### config.mk
export PLATFORM = sky130hd
export DESIGN_NAME = size_class_bump_allocator_top
export DESIGN_NICKNAME = d
export VERILOG_FILES = /design/src/sv/sca_pkg.sv /design/src/sv/sca_class_dec.sv /design/src/sv/size_class_bump_allocator_top.sv
export SDC_FILE = /design/constraint.sdc
export NUM_CORES = 1
export LEC_CHECK = 0
export ABC_AREA = 1
export CAP_MARGIN = 20
export CELL_PAD_IN_SITES_DETAIL_PLACEMENT = 1
export CELL_PAD_IN_SITES_GLOBAL_PLACEMENT = 2
export CORE_ASPECT_RATIO = 0.9
export CORE_MARGIN = 3
export CORE_UTILIZATION = 25
export CTS_CLUSTER_DIAMETER = 150
export CTS_CLUSTER_SIZE = 10
export DETAILED_ROUTE_END_ITERATION = 12
export DONT_BUFFER_PORTS = 1
export PLACE_DENSITY_LB_ADDON = 0.12
export SLEW_MARGIN = 5
export SYNTH_ARGS = -nofsm -noshare
export SYNTH_HDL_FRONTEND = slang
export SYNTH_HIERARCHICAL = 1
export SYNTH_SLANG_ARGS = --single-unit
### constraint.sdc
create_clock -name clk -period 9.8 [get_ports clk]
set_input_delay 0.98 -clock clk [delete_from_list [all_inputs] [get_ports clk]]
set_output_delay 0.98 -clock clk [all_outputs]
set_load 0.01 [all_outputs]
### src/sv/sca_pkg.sv
// Shared types and constants for the size-class bump allocator.
package sca_pkg;

  localparam int REQ_W        = 16;
  localparam int SEGMENT_LOG2 = 17;
  localparam int COUNTER_BITS = 20;
  localparam int MIN_CLASS    = 2;
  localparam int MAX_CLASS    = 11;
  localparam int CLASS_COUNT  = MAX_CLASS - MIN_CLASS + 1;

  localparam int LOG_W    = $clog2(REQ_W);
  localparam int IDX_W    = $clog2(CLASS_COUNT);
  localparam int SHAMT_W  = $clog2(MAX_CLASS + 2);
  localparam int ADDR_W   = COUNTER_BITS + MAX_CLASS + 1;
  localparam int STATUS_W = 2;
  localparam int CLS_W    = 4;
  localparam int SEG_W    = 15;
  localparam int OFF_W    = 17;

  localparam logic [STATUS_W-1:0] STATUS_OK        = 2'd0;
  localparam logic [STATUS_W-1:0] STATUS_TOO_LARGE = 2'd1;
  localparam logic [STATUS_W-1:0] STATUS_EXHAUSTED = 2'd2;

  typedef struct packed {
    logic               err;
    logic [IDX_W-1:0]   idx;
    logic [SHAMT_W-1:0] shamt;
  } sca_cls_t;

endpackage

### src/sv/sca_class_dec.sv
// Size class decode: floor(log2(size)) clamped, range check, slot shift.
module sca_class_dec
  import sca_pkg::*;
(
  input  logic [REQ_W-1:0] request_size,
  output sca_cls_t         cls_o
);

  logic [LOG_W-1:0] lg;
  logic [LOG_W-1:0] cls;

  always_comb begin
    lg = '0;
    for (int i = 1; i < REQ_W; i++) begin
      if (request_size[i]) lg = LOG_W'(i);
    end
    cls = (lg < LOG_W'(MIN_CLASS)) ? LOG_W'(MIN_CLASS) : lg;
    cls_o.err   = (cls > LOG_W'(MAX_CLASS));
    cls_o.idx   = cls_o.err ? '0 : IDX_W'(cls - LOG_W'(MIN_CLASS));
    cls_o.shamt = SHAMT_W'(cls) + SHAMT_W'(1);
  end

endmodule

### src/sv/size_class_bump_allocator_top.sv
// Size-class bump allocator top level: counter memory, forwarding, output register.
// An accepted word is registered with its counter read, then in the output register.
// Throughput: one word per cycle unless out_ready stalls the output; the counter read-modify-write
// is covered by forwarding the value written at the edge where the next read happens.
// Reset clears per-class valid flags, so all counters read as zero; no clearing pass.
module size_class_bump_allocator_top
  import sca_pkg::*;
(
  input  logic                clk,
  input  logic                rst_n,
  input  logic                in_valid,
  output logic                in_ready,
  input  logic [REQ_W-1:0]    in_request_size,
  output logic                out_valid,
  input  logic                out_ready,
  output logic [STATUS_W-1:0] out_status,
  output logic [CLS_W-1:0]    out_size_class,
  output logic [SEG_W-1:0]    out_segment_number,
  output logic [OFF_W-1:0]    out_segment_offset,
  output logic                out_opens_segment
);

  localparam logic [COUNTER_BITS-1:0] CNT_FULL = '1;

  logic [COUNTER_BITS-1:0] mem_r [CLASS_COUNT];
  logic [CLASS_COUNT-1:0]  ent_vld_r;

  sca_cls_t                in_cls;
  sca_cls_t                s1_cls_r;
  logic                    s1_vld_r;
  logic [COUNTER_BITS-1:0] rd_data_r;
  logic                    rd_vld_r;
  logic                    fwd_vld_r;
  logic [COUNTER_BITS-1:0] fwd_val_r;

  logic                    out_valid_r;
  logic [STATUS_W-1:0]     status_r;
  logic [CLS_W-1:0]        size_class_r;
  logic [SEG_W-1:0]        seg_r;
  logic [OFF_W-1:0]        off_r;
  logic                    opens_r;

  logic                    adv;
  logic                    load;
  logic [COUNTER_BITS-1:0] cnt;
  logic [COUNTER_BITS-1:0] cnt_inc;
  logic                    full;
  logic                    wr_en;
  logic [ADDR_W-1:0]       addr;
  logic [SEG_W-1:0]        seg;
  logic [OFF_W-1:0]        off;

  sca_class_dec u_dec (
    .request_size (in_request_size),
    .cls_o        (in_cls)
  );

  assign adv      = !out_valid_r || out_ready;
  assign in_ready = !s1_vld_r || adv;
  assign load     = in_valid && in_ready;

  assign cnt     = fwd_vld_r ? fwd_val_r : (rd_vld_r ? rd_data_r : '0);
  assign cnt_inc = cnt + COUNTER_BITS'(1);
  assign full    = (cnt == CNT_FULL);
  assign wr_en   = adv && s1_vld_r && !s1_cls_r.err && !full;
  assign addr    = ADDR_W'(cnt) << s1_cls_r.shamt;
  assign seg     = addr[SEGMENT_LOG2 +: SEG_W];
  assign off     = addr[OFF_W-1:0];

  always_ff @(posedge clk) begin
    if (wr_en) begin
      mem_r[s1_cls_r.idx] <= cnt_inc;
    end
    if (load) begin
      rd_data_r <= mem_r[in_cls.idx];
      s1_cls_r  <= in_cls;
      fwd_val_r <= cnt_inc;
    end
  end

  always_ff @(posedge clk) begin
    if (!rst_n) begin
      ent_vld_r <= '0;
      s1_vld_r  <= 1'b0;
      rd_vld_r  <= 1'b0;
      fwd_vld_r <= 1'b0;
    end else begin
      if (wr_en) begin
        ent_vld_r[s1_cls_r.idx] <= 1'b1;
      end
      if (load) begin
        s1_vld_r  <= 1'b1;
        rd_vld_r  <= ent_vld_r[in_cls.idx];
        fwd_vld_r <= wr_en && (s1_cls_r.idx == in_cls.idx);
      end else if (adv) begin
        s1_vld_r <= 1'b0;
      end
    end
  end

  always_ff @(posedge clk) begin
    if (!rst_n) begin
      out_valid_r <= 1'b0;
    end else if (adv) begin
      out_valid_r <= s1_vld_r;
    end
  end

  always_ff @(posedge clk) begin
    if (adv && s1_vld_r) begin
      if (s1_cls_r.err) begin
        status_r     <= STATUS_TOO_LARGE;
        size_class_r <= '0;
        seg_r        <= '0;
        off_r        <= '0;
        opens_r      <= 1'b0;
      end else if (full) begin
        status_r     <= STATUS_EXHAUSTED;
        size_class_r <= CLS_W'(s1_cls_r.idx);
        seg_r        <= '0;
        off_r        <= '0;
        opens_r      <= 1'b0;
      end else begin
        status_r     <= STATUS_OK;
        size_class_r <= CLS_W'(s1_cls_r.idx);
        seg_r        <= seg;
        off_r        <= off;
        opens_r      <= (off == '0) && (seg != '0);
      end
    end
  end

  assign out_valid          = out_valid_r;
  assign out_status         = status_r;
  assign out_size_class     = size_class_r;
  assign out_segment_number = seg_r;
  assign out_segment_offset = off_r;
  assign out_opens_segment  = opens_r;

endmodule
Word level (Yosys, flattened, before mapping)
Memory sizes are Yosys's and may differ from the RTL's. A register that Yosys moved wholly into a read port is not among the register bits.
Cells that the tools add are included.
{"block": "op_classes", "shift": 1, "bitwise": 1, "magnitude_cmp": 5, "n_eq_ne": 2, "reduce_logical": 17, "n_mux": 28, "add_sub_neg": 3}
{"cell": "2-to-1 mux 20 bit", "n": 2}
{"cell": "2-to-1 mux 4 bit", "n": 10}
{"cell": "<< shifter 20 x 4 -> 32 bit", "n": 1}
{"cell": "adder 20 x 1 -> 20 bit (second input constant)", "n": 1}
{"cell": "== test 20 bit (second input constant)", "n": 1}
{"cell": "zero test 17 bit", "n": 1}
{"cell": "nonzero test 15 bit", "n": 1}
{"cell": "2-to-1 mux 3 bit", "n": 4}
{"cell": "< comparator 4 x 5 -> 1 bit (second input constant)", "n": 2}
{"cell": "OR 10 bit", "n": 1}
{"cell": "logical AND 1 bit", "n": 7}
{"cell": "2-to-1 mux 1 bit", "n": 7}
{"cell": "2-to-1 mux 2 bit", "n": 3}
{"cell": "adder 4 x 1 -> 4 bit (second input constant)", "n": 1}
{"cell": "binary-select mux 1 bit (select 4 bit)", "n": 1}
{"cell": "demux 1 bit (select 4 bit)", "n": 1}
{"cell": "== test 4 bit", "n": 1}
{"cell": ">= comparator 4 x 1 -> 1 bit (second input constant)", "n": 1}
{"cell": "> comparator 4 bit (second input constant)", "n": 1}
{"cell": "zero test 1 bit", "n": 4}
{"cell": "< comparator 4 x 2 -> 1 bit (second input constant)", "n": 1}
{"cell": "subtractor 4 x 2 -> 4 bit (second input constant)", "n": 1}
{"cell": "logical OR 1 bit", "n": 2}
{"cell": "nonzero test 2 bit", "n": 1}
{"cell": "OR reduction 2 bit", "n": 1}
{"block": "totals", "word_cells": 72, "ramBits": 200, "output_inout_bits": 41, "register_bits": 82, "in_bits": 20, "memories": 1}
{"memory": "mem_r", "words": 10, "word_bits": 20, "rd": 1, "rd_clocked_by_memory_dff": 1, "write_ports": 1, "line": "size_class_bump_allocator_top.sv:25", "rtl": "logic [COUNTER_BITS-1:0] mem_r [CLASS_COUNT];"}

Logic depth before layout (Yosys ltp)
Gate-level depths: netlist (run 1).
{"block": "depth", "ltp_word": 21, "mapped_depth": 25, "mapped_depth_nobuf": 23}

Hierarchy
Netlist (run 1), hierarchy kept.
{"module": "size_class_bump_allocator_top", "seq_area_each_um2": 8928.6, "area_per_inst_um2": 13641.8, "instances": 1, "cells_each": 1269}
{"module": "sca_class_dec", "seq_area_each_um2": 0.0, "area_per_inst_um2": 345.3, "instances": 1, "cells_each": 64}

Worst setup path before layout (run 1)
Ideal clock, no wire load.
{"block": "synth_path", "path_type": "input to register", "from": "input out_ready", "to": "memory mem_r[1][0], enable pin", "arrival_time_ps": 3942, "cell_stages": 7, "n_path_buf": 1, "required_ps": 9425, "slack_ps": 5484, "setup_time_ps": 375, "cell_sequence": "inv_1 a21oi_1 nand3_2 inv_2 buf_6 nand3_1 inv_1"}
{"block": "synth_via", "elab_chain_cells": 6}
{"item": "from (decl)", "line": "size_class_bump_allocator_top.sv:15", "rtl": "input logic out_ready,"}
{"item": "logical OR 1 bit", "line": "size_class_bump_allocator_top.sv:58", "rtl": "assign adv = !out_valid_r || out_ready;"}
{"item": "logical AND 1 bit (3 in series)", "line": "size_class_bump_allocator_top.sv:65", "rtl": "assign wr_en = adv && s1_vld_r && !s1_cls_r.err && !full;"}
{"item": "2-to-1 mux 1 bit", "line": "size_class_bump_allocator_top.sv:71", "rtl": "if (wr_en) begin"}
{"item": "2-to-1 mux 1 bit (implied by the code)", "line": "size_class_bump_allocator_top.sv:72", "rtl": "mem_r[s1_cls_r.idx] <= cnt_inc;"}
{"item": "to (decl)", "line": "size_class_bump_allocator_top.sv:25"}
No other way between the ends.

Worst setup path after layout (run 1)
{"block": "layout_path", "from": "register fwd_vld_r", "to": "memory mem_r[0][18] (data pin)"}
{"block": "layout_via", "elab_chain_cells": 2}
{"item": "from (decl)", "line": "size_class_bump_allocator_top.sv:33", "rtl": "logic fwd_vld_r;"}
{"item": "from (signal assigned)", "line": "size_class_bump_allocator_top.sv:94", "rtl": "fwd_vld_r <= wr_en && (s1_cls_r.idx == in_cls.idx);"}
{"item": "2-to-1 mux 20 bit", "line": "size_class_bump_allocator_top.sv:62", "rtl": "assign cnt = fwd_vld_r ? fwd_val_r : (rd_vld_r ? rd_data_r : '0);"}
{"item": "adder 20 x 1 -> 20 bit", "line": "size_class_bump_allocator_top.sv:63", "rtl": "assign cnt_inc = cnt + COUNTER_BITS'(1);"}
{"item": "net cnt_inc[18]", "line": "size_class_bump_allocator_top.sv:46", "rtl": "logic [COUNTER_BITS-1:0] cnt_inc;"}
The timed path passes the listed nets, and every way through them passes these cells.

==> impl_results.md, run 1 <==
- Critical Path Sink Type: register
- Vias in the first global route: between 10k and 15k
- Switch share: about a quarter
- Core Area: 54800 sq um
- Final nets: about 1.3k
- Clock sink count: ~300
- Synth Area in Compound Gates: under 10%
- WHS: about 0.46 ns
- Final setup vio count: 0
- Antenna cells: 0
- Data required time at the worst endpoint: 9.98 ns
- Mapped Nets: about 1.4k
- Cts bufs inserted: 36
- Min Tclk post-route: slightly below 4 ns
- Crit path largest cell delay: ~0.8 ns
- Largest net degree at the start of global routing: 86
- Final worst-path cycle share: about two fifths
- Place WS: 5.44 ns
- Routed vias/inst: about 4.7
- Int Pwr: around 2.2 mW
- Die area: between 50000 and 60000 sq um
- CP Max Fanout: 27
- Top cell type by total area after synthesis: edfxtp_1
- Post-cts sizing count: 0
- Post-route ant nets: 0
- Flop2flop setup slack: between 5 and 6 ns
- Count leader, synth: edfxtp_1
- Commonest cells post-synth: 288 x edfxtp_1, 214 x nand2_1, 175 x nand3_1, 164 x nor2_1, 129 x o21ai_0
- Post-CTS setup buffers: 0
- Number of max-cap violations: 0
- FF+latch count, synth: about 300
- Fin Clk Skew: approximately 0.025 ns
- CTS tree: done
- Clock Pin Slew Worst Setup and Hold Paths: 0.05 ns
- Post-Synth Simple-Gate Area: 20.3%
- # port buffers: 0
- Crit-path cells: buf_4 > inv_8 > nand2_1 > and2_1 > ha_1 > nand3_2 > inv_1 > nand4_1 > nor3_1 > nand3_1 > xor2_1
- Critical path arrival: approximately 4.1 ns
- Combinational power share: 7.2%
- Dpl hpwl: around 27000 um
- Root Buffer: clkbuf_16
- PD cells: 181 nW/um^2
- Clock share of power: about two fifths
- Flop pwr share: 50.9%
- DRC violations left: 0
- Final-report hold violation count: 0
- Die Ht: 230 um
- Syn Inst Count: 1333
- Run status: finished clean
- Top post-synthesis cells by area: edfxtp_1 62%, nand3_1 6.3%, nand2_1 5.7%, o21ai_0 4.6%, nor2_1 4.4%
- Main combinational cell family by area after synthesis: simple AND/OR/NAND/NOR gates
- RR Startpoint: fwd_vld_r
- WL final: approximately 43000 um
- GRT Util Overall: between 10% and 20%
- Yosys Warn Count: 6
- Chip Width: around 260 um
- Drt pass-1 iters: 4
- Routed wire per std cell: 20.6 um
- Fin util: 28.8%
- Worst hold path class: reg2reg
- Critical path class: reg2reg
- Layout area overhead: 12.8%
- Initial antenna violation count: 0
- Final Max Slew Viols: 0
- Worst Setup EP: mem_r[0][18]
- FF-to-FF End: mem_r[0][18]
- Mapped Avg Cell Area: ~10 sq um
- Skew-Pair Late Insertion Delay: 0.54 ns
- Leak: between 5 and 6 nW
- Clock Path Buffers: 3
- CP max stage cell: xor2_1
- Initial Util: 25.5%
- VDD IR max: between 0.0001 and 0.00015 V
- RSZ-0062 raised after global routing: no
- Crit path from: fwd_vld_r
- Mux share of post-synthesis cell area: 0%
- Vias: about 10k
- F_max: between 200 and 300 MHz
- Sw Pwr: 0.691 mW
- Total Power: roughly 2.9 mW
- Total grt overflow: 0
- CP Launch Type: register
- Sequential element share of the synthesized area: 63.8%
- Ys async rst share: 0%
- Synth Area in XOR/XNOR: 1.31%
- Io pins: 61
- Final worst slack: approximately 5.9 ns
- Slew headroom: just under 30%
- Synthesized area: roughly 14000 sq um
- Tightest Pin Transition: between 1 and 1.5 ns
- Reg2reg path depth: 11
- Post-synth top area share: around three fifths
- 1st-iter DRT viols: approximately 600
- Area share of fa/ha/maj cells after synthesis: 0.358%
- Post-synth EDFFs: approximately 290
- Most common flop cell mapped by yosys: edfxtp_1
- Htree depth: 2
- Setup TNS: 0 ns
- # rows: approximately 80
- First-pass GRT wire length: between 60000 and 70000 um
- Hold_buf cts: 0
- Final GP Congestion: ~0.74
- Layout cells sized above 1: 10.2%
- Synth unique cells: 39
==> layout make-up <==
cell class | instances | area [sq um]
Fill cell | 6136 | 39100
Sequential cell | 302 | 8930
Multi-Input combinational cell | 867 | 4390
Clock buffer | 48 | 946
Tap cell | 747 | 935
Inverter | 89 | 342
Timing Repair Buffer | 26 | 195
Clock inverter | 3 | 33.8
==> worst min path at each step <==
stage	from	to	slack, ns	cells after the start
after global routing	ent_vld_r[6]	ent_vld_r[6]	0.48	2
after CTS	ent_vld_r[8]	ent_vld_r[8]	0.46	1
after global placement	ent_vld_r[3]	ent_vld_r[3]	0.45	1
final	ent_vld_r[3]	ent_vld_r[3]	0.46	1
after floorplan	ent_vld_r[9]	ent_vld_r[9]	0.44	2
after detailed placement	ent_vld_r[8]	ent_vld_r[8]	0.45	1
==> per-layer routing <==
metal  track usage, %  wire, um  up-vias
met5                0         0        -
met4             3.40       750        0
met3             2.08      1220       45
met2             23.2     19500      102
met1             21.2     21500     4955
li1                 -         -     4657
==> through the flow <==
stage,cells,cell area [sq um]
6_report,2082,15800
5_1_grt,2082,15800
4_1_cts,2080,15800
3_5_place_dp,2029,14800
3_3_place_gp,2029,14800
2_1_floorplan,1333,14000
==> layout by cell type, fill, tap and decap left out, types with 3 or more instances in the layout <==
master / synthesis / routed
buf_4: 4 / 26
nor2_1: 164 / 162
o211ai_1: 14 / 14
o221ai_1: 26 / 26
nor2_2: 6 / 5
a21oi_2: 2 / 3
nor2_4: 4 / 7
o21a_1: 5 / 5
clkbuf_16: 0 / 36
ha_1: 4 / 4
a21oi_1: 28 / 26
nand2_4: 7 / 7
nand2_1: 214 / 214
inv_1: 76 / 73
xor2_1: 17 / 17
nor4_1: 3 / 3
dfxtp_1: 14 / 14
nand2_2: 22 / 22
xnor2_1: 4 / 4
nor3_1: 6 / 6
nand3_2: 8 / 8
nand3_1: 175 / 175
inv_2: 9 / 12
o21ai_0: 129 / 129
clkinv_1: 3 / 3
nand4_1: 6 / 6
edfxtp_1: 288 / 288
o22ai_1: 14 / 14
clkbuf_1: 50 / 12
==> kinds of logic after synthesis <==
kind of cell | count (synthesis)
simple gates | 621
compound gates | 221
fa+ha+maj | 4
flops | 302
buf+inv | 164
xor+xnor | 21
==> critical path: cells and delay by family (launching register included) <==
family | cells | cell delay [ns]
fa+ha+maj | 1 | 0.27
buf+inv | 3 | 0.60
xor+xnor | 1 | 0.82
flops | 1 | 0.32
simple gates | 6 | 1.47
==> flip-flops by register name, summed over array words and instances, names as in the netlist, 2 cells and up <==
name / count
ent_vld_r: 10
fwd_val_r: 20
mem_r: 200
out_segment_number: 15
out_segment_offset: 17
out_size_class: 4
out_status: 2
rd_data_r: 20
s1_cls_r: 9
==> power by group through the flow <==
stage	combinational (mW)	sequential [mW]	clock, mW
finish	0.206	1.45	1.19
detailed placement	0.210	1.48	0
CTS	0.211	1.45	1.25
floorplan	0.142	1.47	0
global route	0.236	1.45	1.29
global placement	0.209	1.48	0
(Power assumes the default switching activity.)
==> inputs of run 2 (changes only) <==
==> constraint.sdc (replaced) <==
create_clock -name clk -period 4 [get_ports clk]
set_input_delay 0.4 -clock clk [delete_from_list [all_inputs] [get_ports clk]]
set_output_delay 0.4 -clock clk [all_outputs]
set_load 0.01 [all_outputs]
==> impl_results.md, run 2 (same netlist as run 1, synthesis figures left out) <==
- Run status: finished clean
- Hold_buf cts: 1
- Skew-Pair Late Insertion Delay: roughly 0.54 ns
- Crit-path cells: buf_4 > nand2_1 > nand2_2 > nand2_1 > inv_1 > nand2_1 > nor4_1 > nand3_1 > xor2_1
- PD cells: approximately 440 nW/um^2
- Worst hold path class: in2reg
- Total grt overflow: 0
- Biggest register: mem_r
- Fin Clk Skew: 0.0269 ns
- Die area: about 59000 sq um
- Setup TNS: 0 ns
- Critical path class: reg2reg
- Drt pass-1 iters: 5
- Min Tclk post-route: ~3.3 ns
- Clock Pin Slew Worst Setup and Hold Paths: 0.05 ns
- Critical Path Most Common Cell: nand2_1
- 1st-iter DRT viols: 470
- Final GP Congestion: approximately 0.72
- Clock Path Buffers: 3
- WHS: a little over 0.1 ns
- Commonest cells after routing, fill and taps aside: 288 x edfxtp_1, 214 x nand2_1, 175 x nand3_1
- Final setup vio count: 0
- Htree depth: 2
- Final worst-path cycle share: just over 80%
- CTS tree: done
- Vias: just under 10k
- Post-route ant nets: 0
- Worst path top cell family by delay: simple AND/OR/NAND/NOR gates
- Routed vias/inst: about 4.7
- Slew headroom: 30.3%
- WL final: roughly 43000 um
- Root Buffer: clkbuf_16
- Max reg flops: 200
- Leak: between 5 and 6 nW
- Die Ht: 230 um
- Initial Util: 25.5%
- Final nets: between 1k and 1.5k
- GRT Util Overall: 14.7%
- First-pass GRT wire length: 65800 um
- Clock sink count: slightly above 300
- Critical path buffer and inverter count: 2
- # port buffers: 0
- Met3 WL post-DR: between 1000 and 1500 um
- Final Max Slew Viols: 0
- Initial antenna violation count: 0
- Number of max-cap violations: 0
- Vias in the first global route: between 10k and 15k
- M1 wire length: between 20000 and 25000 um
- Cts bufs inserted: 36
- Data required time at the worst endpoint: about 4.2 ns
- DRC violations left: 0
- CP Launch Type: register
- VDD IR max: approximately 0.00022 V
- Layout cells sized above 1: between 10% and 20%
- Dpl hpwl: roughly 28000 um
- Crit path largest cell delay: around 0.81 ns
- Routed wire per std cell: between 20 and 25 um
- CP Max Fanout: 11
- Layout area overhead: 14.2%
- Top Metal Used: met4
- Post-CTS setup buffers: 0
- Final-report hold violation count: 0
- Filler Cells Inserted: between 6k and 7k
- Chip Width: about 260 um
- CP max stage cell: xor2_1
- Critical Path Sink Type: register
- Post-cts sizing count: 0
- Met2 wire len: 19000 um
- F_max: slightly above 300 MHz
- Core Area: 54800 sq um
- RSZ-0062 raised after global routing: no
- Tightest Pin Transition: roughly 1.0 ns
- Most common cell after layout, fill and taps aside: edfxtp_1
- Io pins: 61
- Largest net degree at the start of global routing: about 110
- Largest registers: mem_r (200), fwd_val_r (20), rd_data_r (20)
- # rows: approximately 80
- Critical path arrival: 3.50 ns
- Antenna cells: 0
[run 2: cell types whose count changed in the layout (fill, tap and decap cells not counted), sizes merged]
cell	delta
buf	+14
dlygate4sd3	+1
clkbuf	+5
[run 2: worst paths after layout]
| check | startpoint | to | slack [ns] | depth (start not counted) |
|---|---|---|---|---|
| setup / recovery | rd_vld_r | mem_r[9][19] | 0.70 | 9 |
| hold / removal | out_ready | out_valid | 0.10 | 3 |
| setup reg to reg | rd_vld_r | mem_r[9][19] | 0.70 | 9 |
| hold reg to reg | ent_vld_r[0] | ent_vld_r[0] | 0.46 | 1 |
[run 2: tightest hold or removal path, cell delays in order]
cell and delay [ns]:
inv_1 0.06, nand2_1 0.07, a21oi_1 0.05
[run 2: metal layers]
layer  global-route usage (%)  up-vias
met5                        0        -
met4                     3.74        0
met3                     2.13       51
met2                     22.9      133
met1                     21.4     4895
li1                         -     4698
[run 2: area by class of cell]
type / instances / area (sq um) / share of cell area [%]
sequential: 302 / 8930 / 55.9
multi-input combinational: 867 / 4390 / 27.5
clock buffer: 53 / 965 / 6.04
tap: 747 / 935 / 5.85
timing repair buffer: 41 / 373 / 2.34
inverter: 89 / 342 / 2.14
clock inverter: 3 / 33.8 / 0.212
[run 2: power breakdown]
group / switching (mW) / leakage (nW) / total, mW / internal, mW
combinational: 0.379 / 2.40 / 0.515 / 0.136
sequential: 0.0362 / 2.81 / 3.56 / 3.52
clock: 1.26 / 0.480 / 2.93 / 1.66
[run 2: stage by stage]
stage	util [%]	total power, mW	std cells	worst slack (ns)	instance area (sq um)
finish	29.1	7.00	2102	0.695	16000
global route	29.1	7.30	2102	0.314	16000
CTS	29.1	7.14	2102	0.577	16000
detailed placement	27.3	4.15	2045	0.513	15000
global placement	27.3	4.15	2045	0.470	15000
floorplan	-	3.96	1333	0.264	14000
==> inputs of run 3 (changes only) <==
==> constraint.sdc (replaced) <==
create_clock -name clk -period 3 [get_ports clk]
set_input_delay 0.3 -clock clk [delete_from_list [all_inputs] [get_ports clk]]
set_output_delay 0.3 -clock clk [all_outputs]
set_load 0.01 [all_outputs]
==> impl_results.md, run 3 (same netlist as run 1, synthesis figures left out) <==
- PD cells: 567 nW/um^2
- Vias: roughly 9.9k
- Critical Path Most Common Cell: nand3_2
- Most common cell after layout, fill and taps aside: edfxtp_1
- Critical path arrival: around 2.9 ns
- Commonest cells after routing, fill and taps aside: 288 x edfxtp_1, 214 x nand2_1, 175 x nand3_1
- CTS tree: done
- Post-CTS setup buffers: 0
- Final worst-path cycle share: between 90% and 100%
- VDD IR max: approximately 0.00034 V
- RSZ-0062 raised after global routing: yes
- Post-place instance area: 15500 sq um
- DRC violations left: 0
- Die Ht: roughly 230 um
- Root Buffer: clkbuf_16
- Layout area overhead: 19.0%
- Final Cell Area: approximately 17000 sq um
- Final GP Congestion: between 0.7 and 0.8
- First-pass GRT wire length: approximately 67000 um
- Initial antenna violation count: 0
- Largest registers: mem_r (200), fwd_val_r (20), rd_data_r (20)
- Fin Clk Skew: approximately 0.021 ns
- CP max stage cell: inv_2
- Vias in the first global route: roughly 11k
- GRT Util Overall: about 15%
- Worst Hold Depth: 2
- RR Startpoint: fwd_vld_r
- Critical path class: reg2reg
- Fin util: approximately 30%
- Number of max-cap violations: 0
- 1st-iter DRT viols: 496
- Die area: 58800 sq um
- Post-route ant nets: 0
- CP Launch Type: register
- Skew-Pair Late Insertion Delay: between 0.5 and 0.6 ns
- Routed vias/inst: ~4.6
- CP Max Fanout: 21
- Clock Path Buffers: 3
- Slew headroom: approximately 30%
- Clock sink count: around 300
- Critical Path Sink Type: register
- Clock Pin Slew Worst Setup and Hold Paths: ~0.050 ns
- Worst path top cell family by delay: buffers and inverters
- Min Tclk post-route: approximately 2.8 ns
- Run status: finished clean
- Crit-path cells: buf_12 > buf_4 > nand2_1 > nand2_4 > buf_4 > nor2_2 > nand2_1 > nor2_2 > nand3_2 > nand3_2 > inv_2 > nand3_2 > inv_2
- # port buffers: 0
- Dpl hpwl: just under 30000 um
- Biggest register: mem_r
- FF-to-FF End: mem_r[0][6]
- Leak: slightly above 6 nW
- Chip Width: around 260 um
- F_max: 360 MHz
- Final nets: about 1.4k
- Cts bufs inserted: 36
- Met2 wire len: 19600 um
- Initial Util: between 20% and 30%
- Routed wire per std cell: around 20 um
- Min-delay src: in_valid
- Tightest Pin Transition: around 1.0 ns
- Drt pass-1 iters: 4
- Setup TNS: 0 ns
- Final-report hold violation count: 0
- Top Metal Used: met4
- Core Area: between 50000 and 60000 sq um
- Critical path buffer and inverter count: 5
- Io pins: 61
- Total grt overflow: 0
- Met3 WL post-DR: about 1200 um
- Filler Cells Inserted: about 6.1k
- Htree depth: 2
- Reg2reg path depth: 13
- WL final: between 40000 and 50000 um
- Flop2flop setup slack: 0.23 ns
- Crit path largest cell delay: 0.53 ns
- Final setup vio count: 0
- Hold Path Sink: s1_vld_r
- Data required time at the worst endpoint: 3.17 ns
- Max reg flops: 200
- M1 wire length: between 20000 and 25000 um
- Largest net degree at the start of global routing: just under 70
- # rows: slightly above 80
- Layout cells sized above 1: ~15%
- Worst hold path class: in2reg
- Final Max Slew Viols: 0
==> run 3: report_power, final <==
group          total (mW)  switching (mW)  internal, mW
Clock                3.96            1.72          2.24
Sequential           4.74          0.0488          4.69
Combinational       0.738           0.519         0.219
Total                9.44            2.29          7.15
==> run 3: what timing repair did <==
| item | 4_1_cts | 5_1_grt |
|---|---|---|
| setup endpoints to repair | 43 | 55 |
| endpoints found under the hold margin | 7 | 0 |
| resized for setup | 4 | 5 |
| gates cloned | 0 | 0 |
| hold buffers | 2 | 0 |
==> run 3: cell type report <==
class,instances,area (sq um),area share (%)
timing repair buffer,100,956,5.74
clock inverter,3,55.1,0.331
inverter,89,342,2.05
sequential,302,8930,53.7
tap,747,935,5.62
multi-input combinational,867,4460,26.8
clock buffer,46,960,5.77
antenna,1,2.50,0.0150
==> run 3: stage by stage <==
step	cells	total power, mW	setup slack, ns	hold slack, ns
6_report	2155	9.44	0.226	0.0692
3_3_place_gp	2101	5.57	-0.0380	0.419
3_5_place_dp	2101	5.57	-0.118	0.425
5_1_grt	2154	9.88	-0.00655	0.0785
4_1_cts	2152	9.64	0.00106	0.0430
2_1_floorplan	1333	5.28	0.179	0.418
==> run 3: worst max-delay path by stage <==
stage                     startpoint      endpoint  slack, ns  cells past startpoint
after floorplan            out_ready   mem_r[1][0]       0.18                      7
after detailed placement    rd_vld_r  mem_r[5][19]      -0.12                     11
final                      fwd_vld_r   mem_r[0][6]       0.23                     13
after global placement     fwd_vld_r  mem_r[7][19]      -0.04                      9
after global routing       fwd_vld_r   mem_r[0][6]     -0.007                     13
after CTS                   rd_vld_r  mem_r[7][15]      0.001                     10
==> run 3: layer usage <==
| metal | up-vias | GRT usage, % |
|---|---|---|
| met5 | - | 0 |
| met4 | 0 | 3.67 |
| met3 | 51 | 2.12 |
| met2 | 114 | 23.7 |
| met1 | 4952 | 21.9 |
| li1 | 4799 | - |
